--- src/rtl/fdpc_pkg.sv ---
`default_nettype none

package fdpc_pkg;

	// Fixed field widths of the block.
	localparam int XTAL_W  = 32;
	localparam int MULT_W  = 7;
	localparam int MASK_W  = 3;
	localparam int CH_W    = 2;
	localparam int FREQ_W  = 28;
	localparam int PROD_W  = 39;
	localparam int A_W     = 11;
	localparam int P1_W    = 18;
	localparam int P2_W    = 20;
	localparam int P3_W    = 20;
	localparam int CNT_W   = 6;
	localparam int FRAC_SH = 7;

	localparam int NUM_CHANNELS = 3;

	localparam logic [CNT_W-1:0] DIV_STEPS = CNT_W'(PROD_W);
	localparam logic [P1_W-1:0]  P1_OFFSET = P1_W'(512);

	// Configuration register indexes.
	localparam int CFG_IDX_W = 2;
	localparam logic [CFG_IDX_W-1:0] CFG_XTAL_FREQ   = 2'd0;
	localparam logic [CFG_IDX_W-1:0] CFG_PLL_A_MULT  = 2'd1;
	localparam logic [CFG_IDX_W-1:0] CFG_PLL_B_MULT  = 2'd2;
	localparam logic [CFG_IDX_W-1:0] CFG_SOURCE_MASK = 2'd3;

	// Datapath operations.
	typedef enum logic [3:0] {
		OP_NOP,
		OP_LOAD,
		OP_PROD,
		OP_DIV,
		OP_SAVE_A,
		OP_MUL_L,
		OP_MUL_R,
		OP_WALK_CMP,
		OP_WALK_END,
		OP_FRAC_LOAD,
		OP_EMIT,
		OP_EMIT_ZERO
	} op_t;

	// Conditions a step waits on before it executes.
	typedef enum logic [1:0] {
		WT_NONE,
		WT_IN,
		WT_OUT
	} wait_t;

	// Branch conditions, evaluated when the step executes.
	typedef enum logic [2:0] {
		BR_NONE,
		BR_ALWAYS,
		BR_FZERO,
		BR_REMZ,
		BR_MORE,
		BR_CONT
	} br_t;

	localparam int PC_W = 4;
	typedef logic [PC_W-1:0] pc_t;

	localparam pc_t ST_LOAD      = 4'd0;
	localparam pc_t ST_PROD      = 4'd1;
	localparam pc_t ST_DIV_A     = 4'd2;
	localparam pc_t ST_SAVE_A    = 4'd3;
	localparam pc_t ST_MUL_L     = 4'd4;
	localparam pc_t ST_MUL_R     = 4'd5;
	localparam pc_t ST_WALK_CMP  = 4'd6;
	localparam pc_t ST_WALK_END  = 4'd7;
	localparam pc_t ST_FRAC_LOAD = 4'd8;
	localparam pc_t ST_DIV_F     = 4'd9;
	localparam pc_t ST_EMIT      = 4'd10;
	localparam pc_t ST_EMIT_ZERO = 4'd11;

	typedef struct packed {
		op_t   op;
		wait_t wt;
		br_t   br;
		pc_t   target;
	} ucode_t;

	// Status flags from the datapath to the sequencer.
	typedef struct packed {
		logic freq_zero;
		logic rem_zero;
		logic cnt_more;
		logic walk_cont;
		logic out_free;
	} dp_stat_t;

	// The microprogram.
	function automatic ucode_t ucode_rom(input pc_t pc);
		ucode_t w;
		w = '{op: OP_NOP, wt: WT_NONE, br: BR_ALWAYS, target: ST_LOAD};
		case (pc)
			ST_LOAD:      w = '{op: OP_LOAD,      wt: WT_IN,   br: BR_NONE,   target: ST_LOAD};
			ST_PROD:      w = '{op: OP_PROD,      wt: WT_NONE, br: BR_FZERO,  target: ST_EMIT_ZERO};
			ST_DIV_A:     w = '{op: OP_DIV,       wt: WT_NONE, br: BR_MORE,   target: ST_DIV_A};
			ST_SAVE_A:    w = '{op: OP_SAVE_A,    wt: WT_NONE, br: BR_REMZ,   target: ST_FRAC_LOAD};
			ST_MUL_L:     w = '{op: OP_MUL_L,     wt: WT_NONE, br: BR_NONE,   target: ST_LOAD};
			ST_MUL_R:     w = '{op: OP_MUL_R,     wt: WT_NONE, br: BR_NONE,   target: ST_LOAD};
			ST_WALK_CMP:  w = '{op: OP_WALK_CMP,  wt: WT_NONE, br: BR_CONT,   target: ST_MUL_L};
			ST_WALK_END:  w = '{op: OP_WALK_END,  wt: WT_NONE, br: BR_NONE,   target: ST_LOAD};
			ST_FRAC_LOAD: w = '{op: OP_FRAC_LOAD, wt: WT_NONE, br: BR_NONE,   target: ST_LOAD};
			ST_DIV_F:     w = '{op: OP_DIV,       wt: WT_NONE, br: BR_MORE,   target: ST_DIV_F};
			ST_EMIT:      w = '{op: OP_EMIT,      wt: WT_OUT,  br: BR_ALWAYS, target: ST_LOAD};
			ST_EMIT_ZERO: w = '{op: OP_EMIT_ZERO, wt: WT_OUT,  br: BR_ALWAYS, target: ST_LOAD};
			default:      w = '{op: OP_NOP,       wt: WT_NONE, br: BR_ALWAYS, target: ST_LOAD};
		endcase
		return w;
	endfunction

endpackage

`default_nettype wire

--- src/rtl/fdpc_seq.sv ---
`default_nettype none

module fdpc_seq (
	input  wire logic               clk,
	input  wire logic               arst_n,
	input  wire logic               in_valid,
	input  wire fdpc_pkg::dp_stat_t stat,
	output fdpc_pkg::op_t           op,
	output logic                    in_ready
);

	fdpc_pkg::pc_t    pc_q;
	fdpc_pkg::pc_t    pc_d;
	fdpc_pkg::ucode_t cw;
	logic             wait_ok;
	logic             br_take;

	always_comb begin
		cw = fdpc_pkg::ucode_rom(pc_q);

		case (cw.wt)
			fdpc_pkg::WT_NONE: wait_ok = 1'b1;
			fdpc_pkg::WT_IN:   wait_ok = in_valid;
			fdpc_pkg::WT_OUT:  wait_ok = stat.out_free;
			default:           wait_ok = 1'b0;
		endcase

		case (cw.br)
			fdpc_pkg::BR_NONE:   br_take = 1'b0;
			fdpc_pkg::BR_ALWAYS: br_take = 1'b1;
			fdpc_pkg::BR_FZERO:  br_take = stat.freq_zero;
			fdpc_pkg::BR_REMZ:   br_take = stat.rem_zero;
			fdpc_pkg::BR_MORE:   br_take = stat.cnt_more;
			fdpc_pkg::BR_CONT:   br_take = stat.walk_cont;
			default:             br_take = 1'b0;
		endcase

		if (!wait_ok) begin
			pc_d = pc_q;
		end else if (br_take) begin
			pc_d = cw.target;
		end else begin
			pc_d = pc_q + fdpc_pkg::PC_W'(1);
		end

		op       = wait_ok ? cw.op : fdpc_pkg::OP_NOP;
		in_ready = (cw.wt == fdpc_pkg::WT_IN);
	end

	always_ff @(posedge clk or negedge arst_n) begin
		if (!arst_n) begin
			pc_q <= fdpc_pkg::ST_LOAD;
		end else begin
			pc_q <= pc_d;
		end
	end

endmodule

`default_nettype wire

--- src/rtl/fdpc_dp.sv ---
`default_nettype none

module fdpc_dp #(
	parameter int MAX_DENOM = 1048575
) (
	input  wire logic                          clk,
	input  wire logic                          arst_n,
	input  wire fdpc_pkg::op_t                 op,
	input  wire logic [fdpc_pkg::XTAL_W-1:0]   xtal_freq,
	input  wire logic [fdpc_pkg::MULT_W-1:0]   pll_a_mult,
	input  wire logic [fdpc_pkg::MULT_W-1:0]   pll_b_mult,
	input  wire logic [fdpc_pkg::MASK_W-1:0]   pll_source_mask,
	input  wire logic [fdpc_pkg::CH_W-1:0]     channel,
	input  wire logic [fdpc_pkg::FREQ_W-1:0]   target_freq,
	input  wire logic                          out_ready,
	output fdpc_pkg::dp_stat_t                 stat,
	output logic                               out_valid,
	output logic [fdpc_pkg::CH_W-1:0]          out_channel,
	output logic                               int_mode,
	output logic [fdpc_pkg::P1_W-1:0]          p1_value,
	output logic [fdpc_pkg::P2_W-1:0]          p2_value,
	output logic [fdpc_pkg::P3_W-1:0]          p3_value,
	output logic [63:0]                        packed_bytes,
	output logic                               status
);

	// Walk registers are one bit wider than the bound, since a mediant
	// denominator can reach twice the bound before the walk stops.
	localparam int CW  = $clog2(MAX_DENOM + 1);
	localparam int DW  = CW + 1;
	localparam int MW  = (DW > fdpc_pkg::MULT_W) ? DW : fdpc_pkg::MULT_W;
	localparam int MPW = fdpc_pkg::XTAL_W + MW;
	localparam int LW  = fdpc_pkg::FREQ_W + DW;
	localparam logic [DW-1:0] LIM = DW'(MAX_DENOM);

	localparam int PW = fdpc_pkg::PROD_W;
	localparam int FW = fdpc_pkg::FREQ_W;

	logic [fdpc_pkg::CH_W-1:0]   ch_q;
	logic [FW-1:0]               freq_q;
	logic [fdpc_pkg::MULT_W-1:0] mult_q;
	logic [PW-1:0]               div_n_q;
	logic [FW-1:0]               div_d_q;
	logic [FW-1:0]               div_r_q;
	logic [fdpc_pkg::CNT_W-1:0]  cnt_q;
	logic [fdpc_pkg::A_W-1:0]    a_q;
	logic [FW-1:0]               rem_q;
	logic [DW-1:0]               p_q, q_q, r_q, s_q;
	logic [DW-1:0]               b_q, c_q;
	logic [LW-1:0]               lhs_q, rhs_q;
	logic                        eq_q;
	logic                        im_q;
	logic                        out_valid_q;

	logic [DW-1:0]               mn, md;
	logic                        cross_eq;
	logic [FW:0]                 div_trial;
	logic                        div_ge;
	logic [fdpc_pkg::XTAL_W-1:0] mul_a;
	logic [MW-1:0]               mul_b;
	logic [MPW-1:0]              mul_res;
	logic                        sel_b;
	logic [fdpc_pkg::P1_W-1:0]   p1_calc;
	logic [fdpc_pkg::P2_W-1:0]   p2_calc;
	logic [fdpc_pkg::P3_W-1:0]   c_out;

	assign mn       = p_q + r_q;
	assign md       = q_q + s_q;
	assign cross_eq = (lhs_q == rhs_q);

	// One restoring division step: shift in the next dividend bit.
	assign div_trial = {div_r_q, div_n_q[PW-1]};
	assign div_ge    = (div_trial >= {1'b0, div_d_q});

	// The one multiplier, shared by the product and both cross products.
	always_comb begin
		case (op)
			fdpc_pkg::OP_MUL_L: begin
				mul_a = fdpc_pkg::XTAL_W'(rem_q);
				mul_b = MW'(md);
			end
			fdpc_pkg::OP_MUL_R: begin
				mul_a = fdpc_pkg::XTAL_W'(freq_q);
				mul_b = MW'(mn);
			end
			default: begin
				mul_a = xtal_freq;
				mul_b = MW'(mult_q);
			end
		endcase
	end

	assign mul_res = MPW'(mul_a) * MPW'(mul_b);

	assign sel_b = (32'(channel) < fdpc_pkg::NUM_CHANNELS) && (channel < 2'd3)
		&& pll_source_mask[channel];

	// The fraction quotient reaches 128 when the walk ends on one whole.
	assign p1_calc = {a_q, 7'd0} + fdpc_pkg::P1_W'(div_n_q[fdpc_pkg::FRAC_SH:0])
		- fdpc_pkg::P1_OFFSET;
	assign p2_calc = fdpc_pkg::P2_W'(div_r_q);
	assign c_out   = fdpc_pkg::P3_W'(c_q);

	assign stat.freq_zero = (freq_q == '0);
	assign stat.rem_zero  = (div_r_q == '0);
	assign stat.cnt_more  = (cnt_q != fdpc_pkg::CNT_W'(1));
	assign stat.walk_cont = !cross_eq && (md <= LIM);
	assign stat.out_free  = !out_valid_q || out_ready;

	assign out_valid = out_valid_q;

	always_ff @(posedge clk or negedge arst_n) begin
		if (!arst_n) begin
			out_valid_q <= 1'b0;
		end else if (op == fdpc_pkg::OP_EMIT || op == fdpc_pkg::OP_EMIT_ZERO) begin
			out_valid_q <= 1'b1;
		end else if (out_ready) begin
			out_valid_q <= 1'b0;
		end
	end

	always_ff @(posedge clk) begin
		case (op)
			fdpc_pkg::OP_LOAD: begin
				ch_q   <= channel;
				freq_q <= target_freq;
				mult_q <= sel_b ? pll_b_mult : pll_a_mult;
			end
			fdpc_pkg::OP_PROD: begin
				div_n_q <= mul_res[PW-1:0];
				div_d_q <= freq_q;
				div_r_q <= '0;
				cnt_q   <= fdpc_pkg::DIV_STEPS;
			end
			fdpc_pkg::OP_DIV: begin
				div_r_q <= div_ge ? FW'(div_trial - {1'b0, div_d_q}) : div_trial[FW-1:0];
				div_n_q <= {div_n_q[PW-2:0], div_ge};
				cnt_q   <= cnt_q - fdpc_pkg::CNT_W'(1);
			end
			fdpc_pkg::OP_SAVE_A: begin
				a_q   <= div_n_q[fdpc_pkg::A_W-1:0];
				rem_q <= div_r_q;
				im_q  <= (div_r_q == '0);
				eq_q  <= 1'b0;
				p_q   <= '0;
				q_q   <= DW'(1);
				r_q   <= DW'(1);
				s_q   <= DW'(1);
				b_q   <= '0;
				c_q   <= DW'(1);
			end
			fdpc_pkg::OP_MUL_L: begin
				lhs_q <= mul_res[LW-1:0];
			end
			fdpc_pkg::OP_MUL_R: begin
				rhs_q <= mul_res[LW-1:0];
			end
			fdpc_pkg::OP_WALK_CMP: begin
				if (cross_eq) begin
					eq_q <= 1'b1;
					if (md <= LIM) begin
						b_q <= mn;
						c_q <= md;
					end else if (s_q > q_q) begin
						b_q <= r_q;
						c_q <= s_q;
					end else begin
						b_q <= p_q;
						c_q <= q_q;
					end
				end else if (lhs_q > rhs_q) begin
					p_q <= mn;
					q_q <= md;
				end else begin
					r_q <= mn;
					s_q <= md;
				end
			end
			fdpc_pkg::OP_WALK_END: begin
				if (!eq_q) begin
					if (q_q > LIM) begin
						b_q <= r_q;
						c_q <= s_q;
					end else begin
						b_q <= p_q;
						c_q <= q_q;
					end
				end
			end
			fdpc_pkg::OP_FRAC_LOAD: begin
				div_n_q <= PW'({b_q, 7'd0});
				div_d_q <= FW'(c_q);
				div_r_q <= '0;
				cnt_q   <= fdpc_pkg::DIV_STEPS;
			end
			fdpc_pkg::OP_EMIT: begin
				out_channel  <= ch_q;
				int_mode     <= im_q;
				p1_value     <= p1_calc;
				p2_value     <= p2_calc;
				p3_value     <= c_out;
				packed_bytes <= {c_out[15:8], c_out[7:0], 6'd0, p1_calc[17:16],
					p1_calc[15:8], p1_calc[7:0], c_out[19:16], p2_calc[19:16],
					p2_calc[15:8], p2_calc[7:0]};
				status       <= 1'b0;
			end
			fdpc_pkg::OP_EMIT_ZERO: begin
				out_channel  <= '0;
				int_mode     <= 1'b0;
				p1_value     <= '0;
				p2_value     <= '0;
				p3_value     <= '0;
				packed_bytes <= '0;
				status       <= 1'b1;
			end
			default: begin
			end
		endcase
	end

endmodule

`default_nettype wire

--- src/rtl/fractional_divider_parameter_calc.sv ---
// Fractional output-divider parameter calculator. Each transfer on the input
// channel gives a channel and a target frequency; the block picks PLL A or B
// for that channel from the source mask, divides xtal_freq * mult by the
// target frequency, approximates the fraction by a Stern-Brocot walk bounded
// by MAX_DENOM, and delivers one result transfer with P1, P2, P3, the
// integer-mode flag and the eight packed register bytes. Items are handled
// one at a time. An item with a fractional divider takes longer the more
// mediant steps W its walk has; an exact integer divider skips the walk.
// W can approach MAX_DENOM for fractions close to zero or one. Each walk
// step sends both cross products through one shared multiplier before the
// compare, and each of the two divisions runs one quotient bit per cycle
// over the 39 bits of its dividend. A zero target frequency skips both
// divisions and is reported with status set. The next input transfer is
// taken as soon as the result register has been loaded, while that result
// still waits for its transfer.

`default_nettype none

module fractional_divider_parameter_calc #(
	parameter int MAX_DENOM = 1048575
) (
	input  wire logic                             clk,
	input  wire logic                             arst_n,
	input  wire logic                             cfg_we,
	input  wire logic [fdpc_pkg::CFG_IDX_W-1:0]   cfg_index,
	input  wire logic [fdpc_pkg::XTAL_W-1:0]      cfg_wdata,
	input  wire logic                             in_valid,
	output logic                                  in_ready,
	input  wire logic [fdpc_pkg::CH_W-1:0]        channel,
	input  wire logic [fdpc_pkg::FREQ_W-1:0]      target_freq,
	output logic                                  out_valid,
	input  wire logic                             out_ready,
	output logic [fdpc_pkg::CH_W-1:0]             out_channel,
	output logic                                  int_mode,
	output logic [fdpc_pkg::P1_W-1:0]             p1_value,
	output logic [fdpc_pkg::P2_W-1:0]             p2_value,
	output logic [fdpc_pkg::P3_W-1:0]             p3_value,
	output logic [63:0]                           packed_bytes,
	output logic                                  status
);

	// Configuration registers, to be written only while the block is idle; the block itself does not enforce this.
	logic [fdpc_pkg::XTAL_W-1:0] xtal_freq_q;
	logic [fdpc_pkg::MULT_W-1:0] pll_a_mult_q;
	logic [fdpc_pkg::MULT_W-1:0] pll_b_mult_q;
	logic [fdpc_pkg::MASK_W-1:0] pll_source_mask_q;

	fdpc_pkg::op_t      op;
	fdpc_pkg::dp_stat_t stat;

	always_ff @(posedge clk or negedge arst_n) begin
		if (!arst_n) begin
			xtal_freq_q       <= 32'd25000000;
			pll_a_mult_q      <= 7'd36;
			pll_b_mult_q      <= 7'd36;
			pll_source_mask_q <= '0;
		end else if (cfg_we) begin
			case (cfg_index)
				fdpc_pkg::CFG_XTAL_FREQ:   xtal_freq_q       <= cfg_wdata;
				fdpc_pkg::CFG_PLL_A_MULT:  pll_a_mult_q      <= cfg_wdata[fdpc_pkg::MULT_W-1:0];
				fdpc_pkg::CFG_PLL_B_MULT:  pll_b_mult_q      <= cfg_wdata[fdpc_pkg::MULT_W-1:0];
				fdpc_pkg::CFG_SOURCE_MASK: pll_source_mask_q <= cfg_wdata[fdpc_pkg::MASK_W-1:0];
				default: begin
				end
			endcase
		end
	end

	// The sequencer steps through the microprogram and issues one datapath
	// operation per cycle; it stalls on the input and output handshakes.
	fdpc_seq u_seq (
		.clk      (clk),
		.arst_n   (arst_n),
		.in_valid (in_valid),
		.stat     (stat),
		.op       (op),
		.in_ready (in_ready)
	);

	// The datapath holds the shared divider, the walk registers, the
	// multiplier and the result register.
	fdpc_dp #(
		.MAX_DENOM (MAX_DENOM)
	) u_dp (
		.clk             (clk),
		.arst_n          (arst_n),
		.op              (op),
		.xtal_freq       (xtal_freq_q),
		.pll_a_mult      (pll_a_mult_q),
		.pll_b_mult      (pll_b_mult_q),
		.pll_source_mask (pll_source_mask_q),
		.channel         (channel),
		.target_freq     (target_freq),
		.out_ready       (out_ready),
		.stat            (stat),
		.out_valid       (out_valid),
		.out_channel     (out_channel),
		.int_mode        (int_mode),
		.p1_value        (p1_value),
		.p2_value        (p2_value),
		.p3_value        (p3_value),
		.packed_bytes    (packed_bytes),
		.status          (status)
	);

	// An accepted item keeps the block busy for at least the next cycle.
	assert property (@(posedge clk) disable iff (!arst_n)
		in_valid && in_ready |=> !in_ready)
	else $error("input accepted on two consecutive cycles");

	// A zero-frequency result carries no parameters.
	assert property (@(posedge clk) disable iff (!arst_n)
		out_valid && status |-> p1_value == '0 && p2_value == '0 && p3_value == '0
			&& packed_bytes == '0 && !int_mode)
	else $error("zero-frequency result with non-zero fields");

	// An integer divider has no fraction: P2 is zero and P3 is one.
	assert property (@(posedge clk) disable iff (!arst_n)
		out_valid && int_mode |-> p2_value == '0 && p3_value == 20'd1 && !status)
	else $error("integer-mode result with a fraction");

	// A valid result never has a zero denominator.
	assert property (@(posedge clk) disable iff (!arst_n)
		out_valid && !status |-> p3_value != '0)
	else $error("result with zero denominator");

endmodule

`default_nettype wire

--- config.mk ---
export PLATFORM = sky130hd
export DESIGN_NAME = fractional_divider_parameter_calc
export DESIGN_NICKNAME = d
export VERILOG_FILES = /design/src/rtl/fdpc_pkg.sv /design/src/rtl/fdpc_seq.sv /design/src/rtl/fdpc_dp.sv /design/src/rtl/fractional_divider_parameter_calc.sv
export SDC_FILE = /design/constraint.sdc
export NUM_CORES = 2
export LEC_CHECK = 0
export BUFFER_PORTS_ARGS = -buffer_cell sky130_fd_sc_hd__clkbuf_2
export CORE_ASPECT_RATIO = 2
export CORE_UTILIZATION = 40
export CTS_CLUSTER_SIZE = 20
export DETAILED_ROUTE_END_ITERATION = 16
export PLACE_DENSITY_LB_ADDON = 0.2
export SYNTH_ARGS = -nofsm -noshare
export SYNTH_HDL_FRONTEND = slang
export SYNTH_SLANG_ARGS = --single-unit
--- constraint.sdc ---
create_clock -name clk -period 12.1 [get_ports clk]
set_input_delay 1.815 -clock clk [delete_from_list [all_inputs] [get_ports clk]]
set_output_delay 1.815 -clock clk [all_outputs]
set_load 0.01 [all_outputs]
==> flow_summary_export.csv <==
group,metric,value,unit
run_status,status,"finished, violations left",
run_status,violations,"capacitance limit",
timing,setup_viol_count_final,0,
cells_and_area,num-nets-final,5666,
critical_path,crit_buf_inv,8,
clock_network,cts_made_buffers,50,
floorplan,start_util,0.404,
timing,fin_crit_sh,0.934,
critical_path,cpPeakStageDelay,840,ps
critical_path,criticalPathCategory,"reg -> reg",
clock_network,cts_setup_buffers,0,
timing,min_period,11300,ps
grt,antenna_found_initial,10,
synthesis,synth_cells,4539,
critical_path,crit_path_frequent_cell,"fa_1",
clock_network,cts_resized,0,
detailed_routing,vias,35000,
synthesis,ys_seq_area_frac,0.322,
cells_and_area,syn_to_final_growth,10.1,%
clock_network,holdBufCountCts,0,
timing,rsz0062_at_grt,"no",
cells_and_area,fill_cells,11200,
floorplan,io_pins,197,
worst_hold_path,holdCritPathClass,"reg -> reg",
critical_path,crit_slowest_cell,"a22oi_1",
detailed_routing,drc,0,
detailed_routing,drt_iter0_drc,2297,
detailed_routing,wl_per_cell,27.2,um
timing,fmax,88.5,MHz
synthesis,synthTopCellsByCount,"inv_1, fa_1, nor2_1",
synthesis,yosysWarningCount,0,
synthesis,synth_edf_count,465,
synthesis,syn_avg_cell_area,10.5,sq um
synthesis,ys.flop_type,"edfxtp_1",
timing,tns,0,ps
synthesis,syn_area,47600,sq um
critical_path,worst_r2r_startpoint,"u_dp.s_q[1]$_DFFE_PP_",
place,gp_congestion,0.998,
grt,grt_max_degree,68,
worst_hold_path,hp-start,"u_dp.div_n_q[10]$_DFFE_PP_",
job,max-cap-violations,1,
critical_path,critPathLaunchType,"flop",
grt,grt_pass1_vias,36900,
clock_network,cts_tree,"built",
timing,relSlewSlack,0.00689,
clock_network,clk_pin_slew_worst_paths,70,ps
synthesis,synth.most_common_cell,"inv_1",
place,numPortBuffers,190,
floorplan,rows,178,
timing,fin_skew,58.8,ps
synthesis,async_flop_share,0.104,
timing,whs,459,ps
timing,drv_slew,0,
critical_path,worstSetupStartpoint,"u_dp.s_q[1]$_DFFE_PP_",
timing,tightest_slew,1490,ps
critical_path,arrival,11860,ps
detailed_routing,vias_per_cell,5.54,
synthesis,ys_seq_elements,519,
critical_path,cp_top_family,"adder cells",
cells_and_area,drive_above_1_share,0.135,
detailed_routing,routed_wl,172000,um
grt,track_usage,0.287,
clock_network,cts_root_buf,"clkbuf_16",
place,dpl.hpwl,141000,um
floorplan,die_height,490,um
critical_path,crit_path_end_kind,"flop",
timing,hold_viol,0,
synthesis,synthTopCellsByArea,"edfxtp_1, fa_1, ha_1, inv_1, nor2_1",
critical_path,worstPathRequired,12660,ps
detailed_routing,drt-pass1-iter-count,6,
critical_path,path_max_fanout,11,
clock_network,cts_max_level,2,
detailed_routing,final_antenna_net_count,0,
grt,grt_pass1_wl,246000,um
clock_network,worstSkewPairLatency,690,ps
floorplan,fp.dieW,246,um
synthesis,synth_top_area_cell,"edfxtp_1",
synthesis,synth_top_area_frac,0.293,
floorplan,fp.coreArea,118000,sq um
clock_network,numClockSinks,519,
synthesis,synth_cell_types,94,
floorplan,dieArea,121000,sq um
grt,grt-ovfl-total,0,
clock_network,cts_buffer_depth,3,
[through the flow]
stage | setup slack (ps) | utilization | cells | cell area (sq um)
2_1_floorplan | 1460 | - | 4589 | 47800
3_3_place_gp | 424 | 0.431 | 6222 | 50700
3_5_place_dp | 348 | 0.431 | 6222 | 50700
4_1_cts | 794 | 0.445 | 6313 | 52500
5_1_grt | 590 | 0.445 | 6314 | 52500
6_report | 798 | 0.445 | 6314 | 52500
[path summary, 6_finish.rpt]
| kind | end | slack (ps) | cells past startpoint |
|---|---|---|---|
| max in group asynchronous | xtal_freq_q[17]$_DFFE_PN0P_ | 10210 | 2 |
| worst max-delay path | u_dp.div_n_q[34]$_DFFE_PP_ | 800 | 37 |
| worst min register to register | u_dp.a_q[10]$_DFFE_PP_ | 460 | 0 |
| worst max register to register | u_dp.div_n_q[34]$_DFFE_PP_ | 800 | 37 |
| worst min-delay path | u_dp.a_q[10]$_DFFE_PP_ | 460 | 0 |
| min in group asynchronous | xtal_freq_q[4]$_DFFE_PN0P_ | 1310 | 2 |
[routing by layer]
metal  track usage  wire [um]  share of wire
met5             0         25        0.00015
met4         0.268      19300           0.11
met3        0.0414       9050          0.053
met2         0.523      89900           0.52
met1         0.271      53300           0.31
[flip-flops by register name, summed over array words and instances, names as in the netlist, 6 cells and up]
| name | cells |
|---|---|
| u_dp.s_q | 21 |
| u_dp.div_d_q | 28 |
| pll_b_mult_q | 7 |
| u_dp.cnt_q | 6 |
| u_dp.rhs_q | 49 |
| pll_a_mult_q | 7 |
| u_dp.c_q | 21 |
| u_dp.q_q | 21 |
| u_dp.p1_value | 17 |
| u_dp.div_r_q | 28 |
| u_dp.a_q | 11 |
| u_dp.mult_q | 7 |
| u_dp.freq_q | 28 |
| u_dp.lhs_q | 49 |
| u_dp.div_n_q | 39 |
| u_dp.p_q | 21 |
| u_dp.p3_value | 19 |
| u_dp.b_q | 21 |
| xtal_freq_q | 32 |
| u_dp.rem_q | 28 |
| u_dp.p2_value | 19 |
| u_dp.r_q | 21 |
[cell usage in the layout, fill, tap and decap left out, drive strengths merged, types with 87 or more instances in the layout]
cell type / count
mux2: 103
edfxtp: 465
ha: 288
a21oi: 140
buf: 156
fa: 565
nand2: 402
o21ai: 87
clkbuf: 251
inv: 783
nor2: 504
[cell families (layout without fill, tap and decap cells)]
| kind of cell | Yosys count | in the layout | share of synthesized area |
|---|---|---|---|
| mux | 185 | 185 | 0.0416 |
| compound gates | 621 | 621 | 0.0997 |
| simple gates | 1217 | 1217 | 0.112 |
| other cells | 2 | 53 | 0.000158 |
| fa+ha+maj | 853 | 853 | 0.313 |
| flops | 519 | 519 | 0.322 |
| buf+inv | 1020 | 1214 | 0.0890 |
| xor+xnor | 122 | 122 | 0.0226 |
[layout make-up]
| cell class | count | area (sq um) | area share |
|---|---|---|---|
| diodes | 1 | 2.50 | 0.0000477 |
| clock buffers | 61 | 1410 | 0.0269 |
| clock inverters | 30 | 304 | 0.00580 |
| inverters | 777 | 2930 | 0.0558 |
| multi-input cells | 3050 | 28400 | 0.541 |
| flip-flops and latches | 519 | 15300 | 0.292 |
| well taps | 1530 | 1910 | 0.0365 |
| repair buffers | 346 | 2180 | 0.0416 |
Power is not shown: default switching activity piles up to over one toggle a cycle in this logic, so the estimate is an artifact.
